--- src/rtl/core/sfpp_pkg.sv ---
// Package with the types and constants shared by the framed packet parser.
package sfpp_pkg;

  localparam logic [7:0] SYNC_FIRST   = 8'h55;
  localparam logic [7:0] SYNC_SECOND  = 8'hAA;
  localparam int         HEADER_BYTES = 4;
  localparam int         OUT_WORDS    = 6;
  localparam int         POS_W        = 4;

  typedef logic [POS_W-1:0] pos_t;
  typedef logic [7:0]       byte_t;
  typedef logic [15:0]      word_t;
  typedef word_t [OUT_WORDS-1:0] word_vec_t;

  // Outcome of one accepted byte, passed from the framer to the output stage.
  typedef struct packed {
    logic      emit;
    word_vec_t words;
  } result_t;

endpackage

--- src/rtl/core/sfpp_if.sv ---
// Interfaces for the byte input channel and the packet result channel.
interface sfpp_byte_if;
  logic                 valid;
  logic                 ready;
  logic [7:0]           data_byte;

  modport source (output valid, output data_byte, input ready);
  modport sink   (input valid, input data_byte, output ready);
endinterface

interface sfpp_words_if;
  logic                 valid;
  logic                 ready;
  logic signed [15:0]   word0;
  logic signed [15:0]   word1;
  logic signed [15:0]   word2;
  logic signed [15:0]   word3;
  logic signed [15:0]   word4;
  logic signed [15:0]   word5;

  modport source (output valid, output word0, output word1, output word2,
                  output word3, output word4, output word5, input ready);
  modport sink   (input valid, input word0, input word1, input word2,
                  input word3, input word4, input word5, output ready);
endinterface

--- src/rtl/core/sfpp_framer.sv ---
// Frame tracker: sync hunt, running checksum and payload word store.
module sfpp_framer #(
  parameter int PAYLOAD_WORDS = 6
) (
  input  logic              clk,
  input  logic              rst,
  input  logic              take,
  input  sfpp_pkg::byte_t   data_byte,
  output sfpp_pkg::result_t res
);

  localparam int FRAME_BYTES = sfpp_pkg::HEADER_BYTES + 2 * PAYLOAD_WORDS;
  localparam sfpp_pkg::pos_t LAST_POS = sfpp_pkg::POS_W'(FRAME_BYTES - 1);
  localparam sfpp_pkg::pos_t FIRST_PAYLOAD = sfpp_pkg::POS_W'(sfpp_pkg::HEADER_BYTES);

  sfpp_pkg::pos_t      pos;
  sfpp_pkg::pos_t      pos_next;
  sfpp_pkg::byte_t     sum;
  sfpp_pkg::byte_t     sum_next;
  sfpp_pkg::byte_t     sum_add;
  sfpp_pkg::pos_t      pos_off;
  logic [2:0]          slot;
  logic                in_payload;
  logic                frame_ok;
  sfpp_pkg::word_vec_t out_words;
  sfpp_pkg::word_t     store      [PAYLOAD_WORDS];
  sfpp_pkg::word_t     store_next [PAYLOAD_WORDS];

  assign sum_add    = sum + data_byte;
  assign in_payload = (pos >= FIRST_PAYLOAD);
  assign pos_off    = pos - FIRST_PAYLOAD;
  assign slot       = pos_off[3:1];
  assign res        = '{emit: frame_ok, words: out_words};

  always_comb begin
    pos_next = pos;
    sum_next = sum_add;
    frame_ok = 1'b0;
    case (pos)
      sfpp_pkg::POS_W'(0): begin
        if (data_byte == sfpp_pkg::SYNC_FIRST) begin
          pos_next = sfpp_pkg::POS_W'(1);
          sum_next = sfpp_pkg::SYNC_FIRST;
        end
      end
      sfpp_pkg::POS_W'(1): begin
        pos_next = (data_byte == sfpp_pkg::SYNC_SECOND) ? sfpp_pkg::POS_W'(2)
                                                        : sfpp_pkg::POS_W'(0);
      end
      default: begin
        if (pos == LAST_POS) begin
          pos_next = sfpp_pkg::POS_W'(0);
          frame_ok = (sum_add == 8'h00);
        end else begin
          pos_next = pos + sfpp_pkg::POS_W'(1);
        end
      end
    endcase
  end

  // The final byte of a frame is merged here so the result can leave at once.
  always_comb begin
    for (int k = 0; k < PAYLOAD_WORDS; k++) begin
      store_next[k] = store[k];
      if (in_payload && slot == 3'(k)) begin
        if (pos[0]) begin
          store_next[k] = {data_byte, store[k][7:0]};
        end else begin
          store_next[k] = {store[k][15:8], data_byte};
        end
      end
    end
    for (int k = 0; k < sfpp_pkg::OUT_WORDS; k++) begin
      if (k < PAYLOAD_WORDS) begin
        out_words[k] = store_next[k];
      end else begin
        out_words[k] = '0;
      end
    end
  end

  always_ff @(posedge clk) begin
    if (rst) begin
      pos <= '0;
      sum <= '0;
    end else if (take) begin
      pos <= pos_next;
      sum <= sum_next;
    end
  end

  always_ff @(posedge clk) begin
    if (take) begin
      for (int k = 0; k < PAYLOAD_WORDS; k++) begin
        store[k] <= store_next[k];
      end
    end
  end

endmodule

--- src/rtl/core/sfpp_out_reg.sv ---
// Result register that drives the packet channel and gates input acceptance.
module sfpp_out_reg (
  input  logic                 clk,
  input  logic                 rst,
  input  logic                 take,
  input  sfpp_pkg::result_t    res,
  output logic                 in_ready,
  sfpp_words_if.source         out
);

  logic                valid;
  sfpp_pkg::word_vec_t words;

  // A new byte is taken whenever the held packet is empty or leaving now.
  assign in_ready = !valid || out.ready;

  always_ff @(posedge clk) begin
    if (rst) begin
      valid <= 1'b0;
    end else if (take && res.emit) begin
      valid <= 1'b1;
    end else if (out.ready) begin
      valid <= 1'b0;
    end
  end

  always_ff @(posedge clk) begin
    if (take && res.emit) begin
      words <= res.words;
    end
  end

  assign out.valid = valid;
  assign out.word0 = $signed(words[0]);
  assign out.word1 = $signed(words[1]);
  assign out.word2 = $signed(words[2]);
  assign out.word3 = $signed(words[3]);
  assign out.word4 = $signed(words[4]);
  assign out.word5 = $signed(words[5]);

endmodule

--- src/rtl/core/sync_framed_packet_parser.sv ---
// Top level of the sync-framed packet parser with an additive checksum.
//
// The in channel carries one received byte per transfer. The parser hunts for
// the sync pair 0x55 0xAA, counts two further header bytes, then gathers
// 2*PAYLOAD_WORDS payload bytes into 16-bit words, low byte first. Every byte
// adds to an 8-bit running sum that the first sync byte restarts at 0x55.
// When the last byte of a frame leaves the sum at zero, the words go out as one
// transfer on the out channel; words beyond PAYLOAD_WORDS read as zero.
// A byte is taken when in is valid and ready; the frame state updates in the
// same cycle, and a packet appears on out in the cycle after its final byte.
// Throughput is one byte per cycle unless a waiting packet stalls on out.
// Synchronous reset returns the parser to hunting with a zero sum and drops
// any packet waiting in the result register.
// While a packet waits and out is stalled, in stops taking bytes; a byte is
// still taken in the cycle the waiting packet is transferred.
module sync_framed_packet_parser #(
  parameter int PAYLOAD_WORDS = 6
) (
  input  logic        clk,
  input  logic        rst,
  sfpp_byte_if.sink   in,
  sfpp_words_if.source out
);

  logic              in_ready;
  logic              take;
  sfpp_pkg::result_t res;

  assign in.ready = in_ready;
  assign take     = in.valid && in_ready;

  sfpp_framer #(
    .PAYLOAD_WORDS (PAYLOAD_WORDS)
  ) u_framer (
    .clk       (clk),
    .rst       (rst),
    .take      (take),
    .data_byte (in.data_byte),
    .res       (res)
  );

  sfpp_out_reg u_out_reg (
    .clk      (clk),
    .rst      (rst),
    .take     (take),
    .res      (res),
    .in_ready (in_ready),
    .out      (out)
  );

endmodule

--- src/flat_wrapper.sv ---
// flat-port wrapper written by rule: the top's interface ports become plain ports
module sync_framed_packet_parser_flat 
#(
  parameter int PAYLOAD_WORDS = 6
)
  (clk, rst, in_valid, in_data_byte, in_ready, out_valid, out_word0, out_word1, out_word2, out_word3, out_word4, out_word5, out_ready);
  sfpp_byte_if in_i ();
  sfpp_words_if out_i ();
  input  logic clk;
  input  logic rst;
  input wire logic [$bits(in_i.valid)-1:0] in_valid;
  input wire logic [$bits(in_i.data_byte)-1:0] in_data_byte;
  output wire logic [$bits(in_i.ready)-1:0] in_ready;
  output wire logic [$bits(out_i.valid)-1:0] out_valid;
  output wire logic [$bits(out_i.word0)-1:0] out_word0;
  output wire logic [$bits(out_i.word1)-1:0] out_word1;
  output wire logic [$bits(out_i.word2)-1:0] out_word2;
  output wire logic [$bits(out_i.word3)-1:0] out_word3;
  output wire logic [$bits(out_i.word4)-1:0] out_word4;
  output wire logic [$bits(out_i.word5)-1:0] out_word5;
  input wire logic [$bits(out_i.ready)-1:0] out_ready;
  assign in_i.valid = in_valid;
  assign in_i.data_byte = in_data_byte;
  assign in_ready = in_i.ready;
  assign out_valid = out_i.valid;
  assign out_word0 = out_i.word0;
  assign out_word1 = out_i.word1;
  assign out_word2 = out_i.word2;
  assign out_word3 = out_i.word3;
  assign out_word4 = out_i.word4;
  assign out_word5 = out_i.word5;
  assign out_i.ready = out_ready;
  sync_framed_packet_parser #(.PAYLOAD_WORDS(PAYLOAD_WORDS)) u_core (.clk(clk), .rst(rst), .in(in_i), .out(out_i));
endmodule
--- config.mk ---
export PLATFORM = sky130hd
export DESIGN_NAME = sync_framed_packet_parser_flat
export DESIGN_NICKNAME = d
export VERILOG_FILES = /design/src/rtl/core/sfpp_pkg.sv /design/src/rtl/core/sfpp_if.sv /design/src/rtl/core/sfpp_framer.sv /design/src/rtl/core/sfpp_out_reg.sv /design/src/rtl/core/sync_framed_packet_parser.sv /design/src/flat_wrapper.sv
export SDC_FILE = /design/constraint.sdc
export NUM_CORES = 1
export LEC_CHECK = 0
export ABC_CLOCK_PERIOD_IN_PS = 13230
export BUFFER_PORTS_ARGS = -buffer_cell sky130_fd_sc_hd__buf_2
export CORE_MARGIN = 4
export CORE_UTILIZATION = 57
export DETAILED_ROUTE_END_ITERATION = 10
export PLACE_DENSITY_LB_ADDON = 0.25
export SLEW_MARGIN = 10
export SYNTH_ARGS = -nofsm -noshare
export SYNTH_HDL_FRONTEND = slang
export SYNTH_SLANG_ARGS = --single-unit
--- constraint.sdc ---
create_clock -name clk -period 13.23 [get_ports clk]
set_input_delay 2.646 -clock clk [delete_from_list [all_inputs] [get_ports clk]]
set_output_delay 2.646 -clock clk [all_outputs]
set_load 0.005 [all_outputs]
Yosys cells after proc, flatten, opt, wreduce, memory -nomap -nowiden --
Memory sizes are Yosys's and may differ from the RTL's. Cells that the tools add are included.
Cells by class: $add $sub $neg 3, reduce and logical (&&, ||, !) cells 16, eq/ne operators 10, magnitude comparators 1, multiplexer cells 24
Operators with widths (count):
- 2-to-1 mux 16 bit | 12
- 2-to-1 mux 8 bit | 2
- adder 8 bit | 1
- equality test 8 x 7 -> 1 bit, second input constant | 1
- equality test 8 bit, second input constant | 1
- logical AND 1 bit | 8
- logical NOT 8 bit | 1
- 2-to-1 mux 4 bit | 2
- one-hot mux 4 bit (2 select lines) | 1
- equality test 3 x 2 -> 1 bit, second input constant | 2
- equality test 3 bit, second input constant | 2
- 2-to-1 mux 1 bit | 6
- adder 4 x 1 -> 4 bit, second input constant | 1
- equality test 4 x 1 -> 1 bit, second input constant | 1
- equality test 4 bit, second input constant | 1
- >= comparator 4 x 3 -> 1 bit, second input constant | 1
- logical NOT 4 bit | 1
- subtractor 4 x 3 -> 4 bit, second input constant | 1
- equality test 3 x 1 -> 1 bit, second input constant | 1
- logical NOT 3 bit | 1
- 2-to-1 mux 2 bit | 1
- inequality test 2 bit, second input constant | 1
- AND reduction 2 bit | 1
- nonzero test 2 bit | 1
- 3 further kinds | 3
Storage, ports and cells: bits in writable memories 96, output and inout port bits 98, register bits after elaboration 109, input port bits 12, word-level logic and storage cells 64, memories 1
Memories:
- u_core.u_framer.store | words 6, width 16, rd ports 6, clocked after Yosys merged registers in 0, write ports 6, line sfpp_framer.sv:26 | sfpp_pkg::word_t store [PAYLOAD_WORDS];

Longest topological paths before layout --
depth after elaboration 6, mapped depth 8, depth with buffers taken out 7

By module --
A second synthesis with hierarchy kept.
Second synthesis, totals: cells, all modules 431, area total of the unflattened synthesis 8030.2 µm²
Modules (own cells, without submodules):
- sfpp_framer | cells an instance 329, instances 1, sequential area each 3123.0 µm², area each 5091.1 µm²
- sfpp_out_reg | cells an instance 101, instances 1, sequential area each 2902.8 µm², area each 2932.8 µm²
- sync_framed_packet_parser | cells an instance 1, instances 1, sequential area each 0.0 µm², area each 6.3 µm²

Worst setup path before layout --
No wires, ideal clock.
path type input-to-reg, start input port out_ready, end register u_core.u_out_reg.words, in the netlist u_core.u_out_reg.out.word0[0] (enable), data arrival time 10.227 ns, slack 2.400 ns, path buffers 0, data required time 12.626 ns, library setup time 0.604 ns, stages on the path 6, cell sequence nand2b_1 > nand2_1 > clkinv_1 > nand4_1 > or4b_1 > nor4_2
Between the ends: word-level cells in the longest chain between the ends 3
Ends and longest elaborated chain:
- start, declared | line flat_wrapper.sv:21 | input wire logic [$bits(out_i.ready)-1:0] out_ready;
- logical OR 1 bit | line sfpp_out_reg.sv:15 | assign in_ready = !valid || out.ready;
- logical AND 1 bit | line sync_framed_packet_parser.sv:30 | assign take = in.valid && in_ready;
- named net u_core.take | line sync_framed_packet_parser.sv:26 | logic take;
- logical AND 1 bit | line sfpp_out_reg.sv:28 | if (take && res.emit) begin
- end signal, assigned | line sfpp_out_reg.sv:29 | words <= res.words;
- end, declared | line sfpp_out_reg.sv:12 | sfpp_pkg::word_vec_t words;
The timed path passes the listed nets, and every way through them passes these cells. A chain may end at the register's enable or synchronous reset.

Worst setup path in the final report --
start input port out_ready, end output port in_ready
Between the ends: word-level cells in the longest chain between the ends 1
Ends and longest elaborated chain:
- logical OR 1 bit | line sfpp_out_reg.sv:15
- end, declared | line flat_wrapper.sv:13 | output wire logic [$bits(in_i.ready)-1:0] in_ready;
No other way between the ends.

==> results.sh <==
export IMPL_ioPinCount=110
export IMPL_worst_pin_slew_ns=0.9257
export IMPL_track_usage_pct=18.81
export IMPL_register_area_sq_um=6026
export IMPL_grt_pass1_wl_microns=23910
export IMPL_postSynthAreaPerCell_sq_um=17.91
export IMPL_met1_usage_pct=27.19
export IMPL_placed_cells=723
export IMPL_hp_class="flip-flop to flip-flop"
export IMPL_antenna_found_initial=0
export IMPL_dr_pass1_iters=5
export IMPL_synthesis_nets=471
export IMPL_num_rows=42
export IMPL_finalSetupViolations=0
export IMPL_area_delta_synth_final_pct=17.17
export IMPL_worstRegToRegCells=7
export IMPL_cts_clk_slew_worst_paths_ns=0.06
export IMPL_yosys_area_top_type="edfxtp_1"
export IMPL_drc=0
export IMPL_crit_path_start="out_ready"
export IMPL_path_max_fanout=3
export IMPL_required_ns=10.58
export IMPL_post_synth_top_count_cell="edfxtp_1"
export IMPL_grt_remaining_overflow=0
export IMPL_initial_core_util_pct=59.13
export IMPL_fillers=895
export IMPL_via_per_inst=5.686
export IMPL_top_usage_layer="met2"
export IMPL_synth_enable_flop_cells=192
export IMPL_hpwl_microns=9530
export IMPL_synth_top_area_share_pct=72.19
export IMPL_drtAntennaViolNets=0
export IMPL_hold_depth=2
export IMPL_max_freq_mhz=176.2
export IMPL_synth_flop_cell="edfxtp_1"
export IMPL_endpoint_kind="output port"
export IMPL_cts_hold_buf=0
export IMPL_routed_wl_microns=15110
export IMPL_peakVddDrop_mv=0.09627
export IMPL_groute_layer_met3_usage_pct=3.741
export IMPL_synth_seq_area_share_pct=75.45
export IMPL_async_flop_share_pct=0
export IMPL_skew_ns=0.01536
export IMPL_clockRootBuffer="clkbuf_16"
export IMPL_cts_setup_buffers=0
export IMPL_n_antenna_cell=0
export IMPL_cts_buffers_inserted=20
export IMPL_cts_tree="yes"
export IMPL_synth_top_cells_by_area="edfxtp_1 (72%), mux2_2 (13%), dfxtp_1 (3.3%)"
export IMPL_worstSkewPairLatency_ns=0.49
export IMPL_vias=4304
export IMPL_rrSetupSlack_ns=9.55
export IMPL_drive_above_1_share_pct=40.62
export IMPL_crit_path_start_kind="primary input"
export IMPL_hold_violations=0
export IMPL_grt_pass1_vias=4335
export IMPL_cp_endpoint="in_ready"
export IMPL_finalNetCount=594
export IMPL_synthTopCellsByCount="edfxtp_1 (192), mux2_2 (89), nand2_1 (23)"
export IMPL_clk_path_buf_depth=3
export IMPL_avgRoutedWirePerCell_microns=19.97
export IMPL_finalSetupTns_ns=0
export IMPL_critical_path_class="primary input to output port"
export IMPL_multi_input_area_sq_um=1893
export IMPL_met2_usage_pct=29.98
export IMPL_grt_max_degree=75
export IMPL_p_leak_nw=3.381
export IMPL_syn_inst=446
export IMPL_yosys_register_bits=205
export IMPL_r2r_start="u_core.u_framer.pos[0]"
export IMPL_worst_ep_arrival_time_ns=3.03
export IMPL_core_area_sq_um=13510
export IMPL_cap_violations=0
export IMPL_dieHeight_microns=126.4
export IMPL_htreeDepth=1
export IMPL_period_share_pct=42.89
export IMPL_syn_cell_area_sq_um=7986
export IMPL_relSlewSlack_pct=38.29
export IMPL_min_period_ns=5.675
export IMPL_yosys_warnings=0
export IMPL_rsz0062_at_grt="no"
export IMPL_fin_cells=757
export IMPL_drtIter0Drc=429
export IMPL_port_buffers=109
export IMPL_finalMaxSlewViolations=0
export IMPL_dieArea_sq_um=15970
export IMPL_die_w_microns=126.4
export IMPL_gp_congestion=0.8875
export IMPL_status="complete, no violations"
export IMPL_reg2reg_to="u_core.u_out_reg.out.word0[11]"
export IMPL_cts_sinks=205
export IMPL_ctsResizeCount=0
export IMPL_p_per_area_nw_per_um2=142.8
export IMPL_ys_types=42
-- metrics by stage --
stage,hold WS (ns),area [sq um],util (%),setup WS (ns),power (mW)
final,0.5132,9358,69.29,7.555,1.337
after global routing,0.5556,9358,69.29,7.468,1.388
after CTS,0.5101,9358,69.29,7.550,1.349
after detailed placement,0.5023,8743,64.74,7.191,0.8182
after global placement,0.4839,8743,64.74,7.372,0.8139
after floorplan,0.4740,7986,-,2.400,0.7971
-- flip-flops by register name, indices dropped and copies added (netlist names) --
name,count
u_core.u_framer.pos,4
u_core.u_framer.store,96
u_core.u_framer.sum,8
u_core.u_out_reg.out.valid,1
u_core.u_out_reg.out.word0,16
u_core.u_out_reg.out.word1,16
u_core.u_out_reg.out.word2,16
u_core.u_out_reg.out.word3,16
u_core.u_out_reg.out.word4,16
u_core.u_out_reg.out.word5,16
-- cells in the final DEF, fill, tap and decap left out, types with 2 or more instances in the layout --
master / synthesis / routed
a211oi_1: 6 / 6
a21oi_1: 8 / 8
a22oi_1: 4 / 4
and4bb_2: 2 / 2
buf_2: 1 / 109
buf_4: 0 / 3
clkbuf_1: 10 / 5
clkbuf_16: 0 / 21
clkinv_1: 1 / 3
clkinv_2: 0 / 3
dfxtp_1: 13 / 13
edfxtp_1: 192 / 192
ha_1: 12 / 12
inv_1: 8 / 8
mux2_2: 89 / 89
nand2_1: 23 / 23
nand2b_1: 2 / 2
nand3_1: 3 / 3
nand4_1: 3 / 3
nor2_1: 21 / 21
nor2b_1: 2 / 2
nor3_1: 6 / 6
nor3_2: 2 / 2
nor4_4: 1 / 2
o211ai_1: 3 / 3
o21ai_0: 11 / 11
or4_1: 2 / 2
xnor2_1: 2 / 2
xor2_1: 3 / 3
-- critical path, cell delays in order --
cell and delay, ns:
buf_2 0.09, nand2b_1 0.16, buf_2 0.14
-- per-layer routing --
layer,part of all wire (%),vias to the layer above
met3,6.4,21
met5,0,-
met4,1.3,0
met2,48,140
li1,-,1978
met1,44,2165
-- cell type report --
cell class,instances,area share [%]
Sequential cell,205,64.39
Multi-Input combinational cell,221,20.23
Timing Repair Buffer,112,6.070
Clock buffer,27,5.963
Tap cell,176,2.353
Clock inverter,7,0.6017
Inverter,9,0.3878
-- worst min path at each step --
stage / from / end / slack, ns
2_1_floorplan: u_core.u_framer.pos[3] / u_core.u_framer.pos[3] / 0.47
3_3_place_gp: u_core.u_framer.pos[3] / u_core.u_framer.pos[3] / 0.48
3_5_place_dp: u_core.u_framer.sum[6] / u_core.u_framer.sum[6] / 0.50
4_1_cts: u_core.u_framer.sum[6] / u_core.u_framer.sum[6] / 0.51
5_1_grt: u_core.u_framer.sum[6] / u_core.u_framer.sum[6] / 0.56
6_report: u_core.u_framer.sum[0] / u_core.u_framer.sum[0] / 0.51
-- where the power goes --
group | switching (mW) | leakage (nW) | internal [mW] | total, mW
clock network | 0.218 | 0.302 | 0.313 | 0.531
registers | 0.00579 | 1.91 | 0.730 | 0.736
logic | 0.0437 | 1.17 | 0.0258 | 0.0695
-- kinds of logic (layout without fill, tap and decap cells) --
family	count (synthesis)	after routing	synth area share, %
flops	205	205	75.45
mux	89	89	12.55
simple gates	75	75	5.045
compound gates	39	39	3.321
buf+inv	20	155	0.9556
fa+ha+maj	13	13	2.131
xor+xnor	5	5	0.5484
No activity file was read; power rests on OpenSTA's default activity.
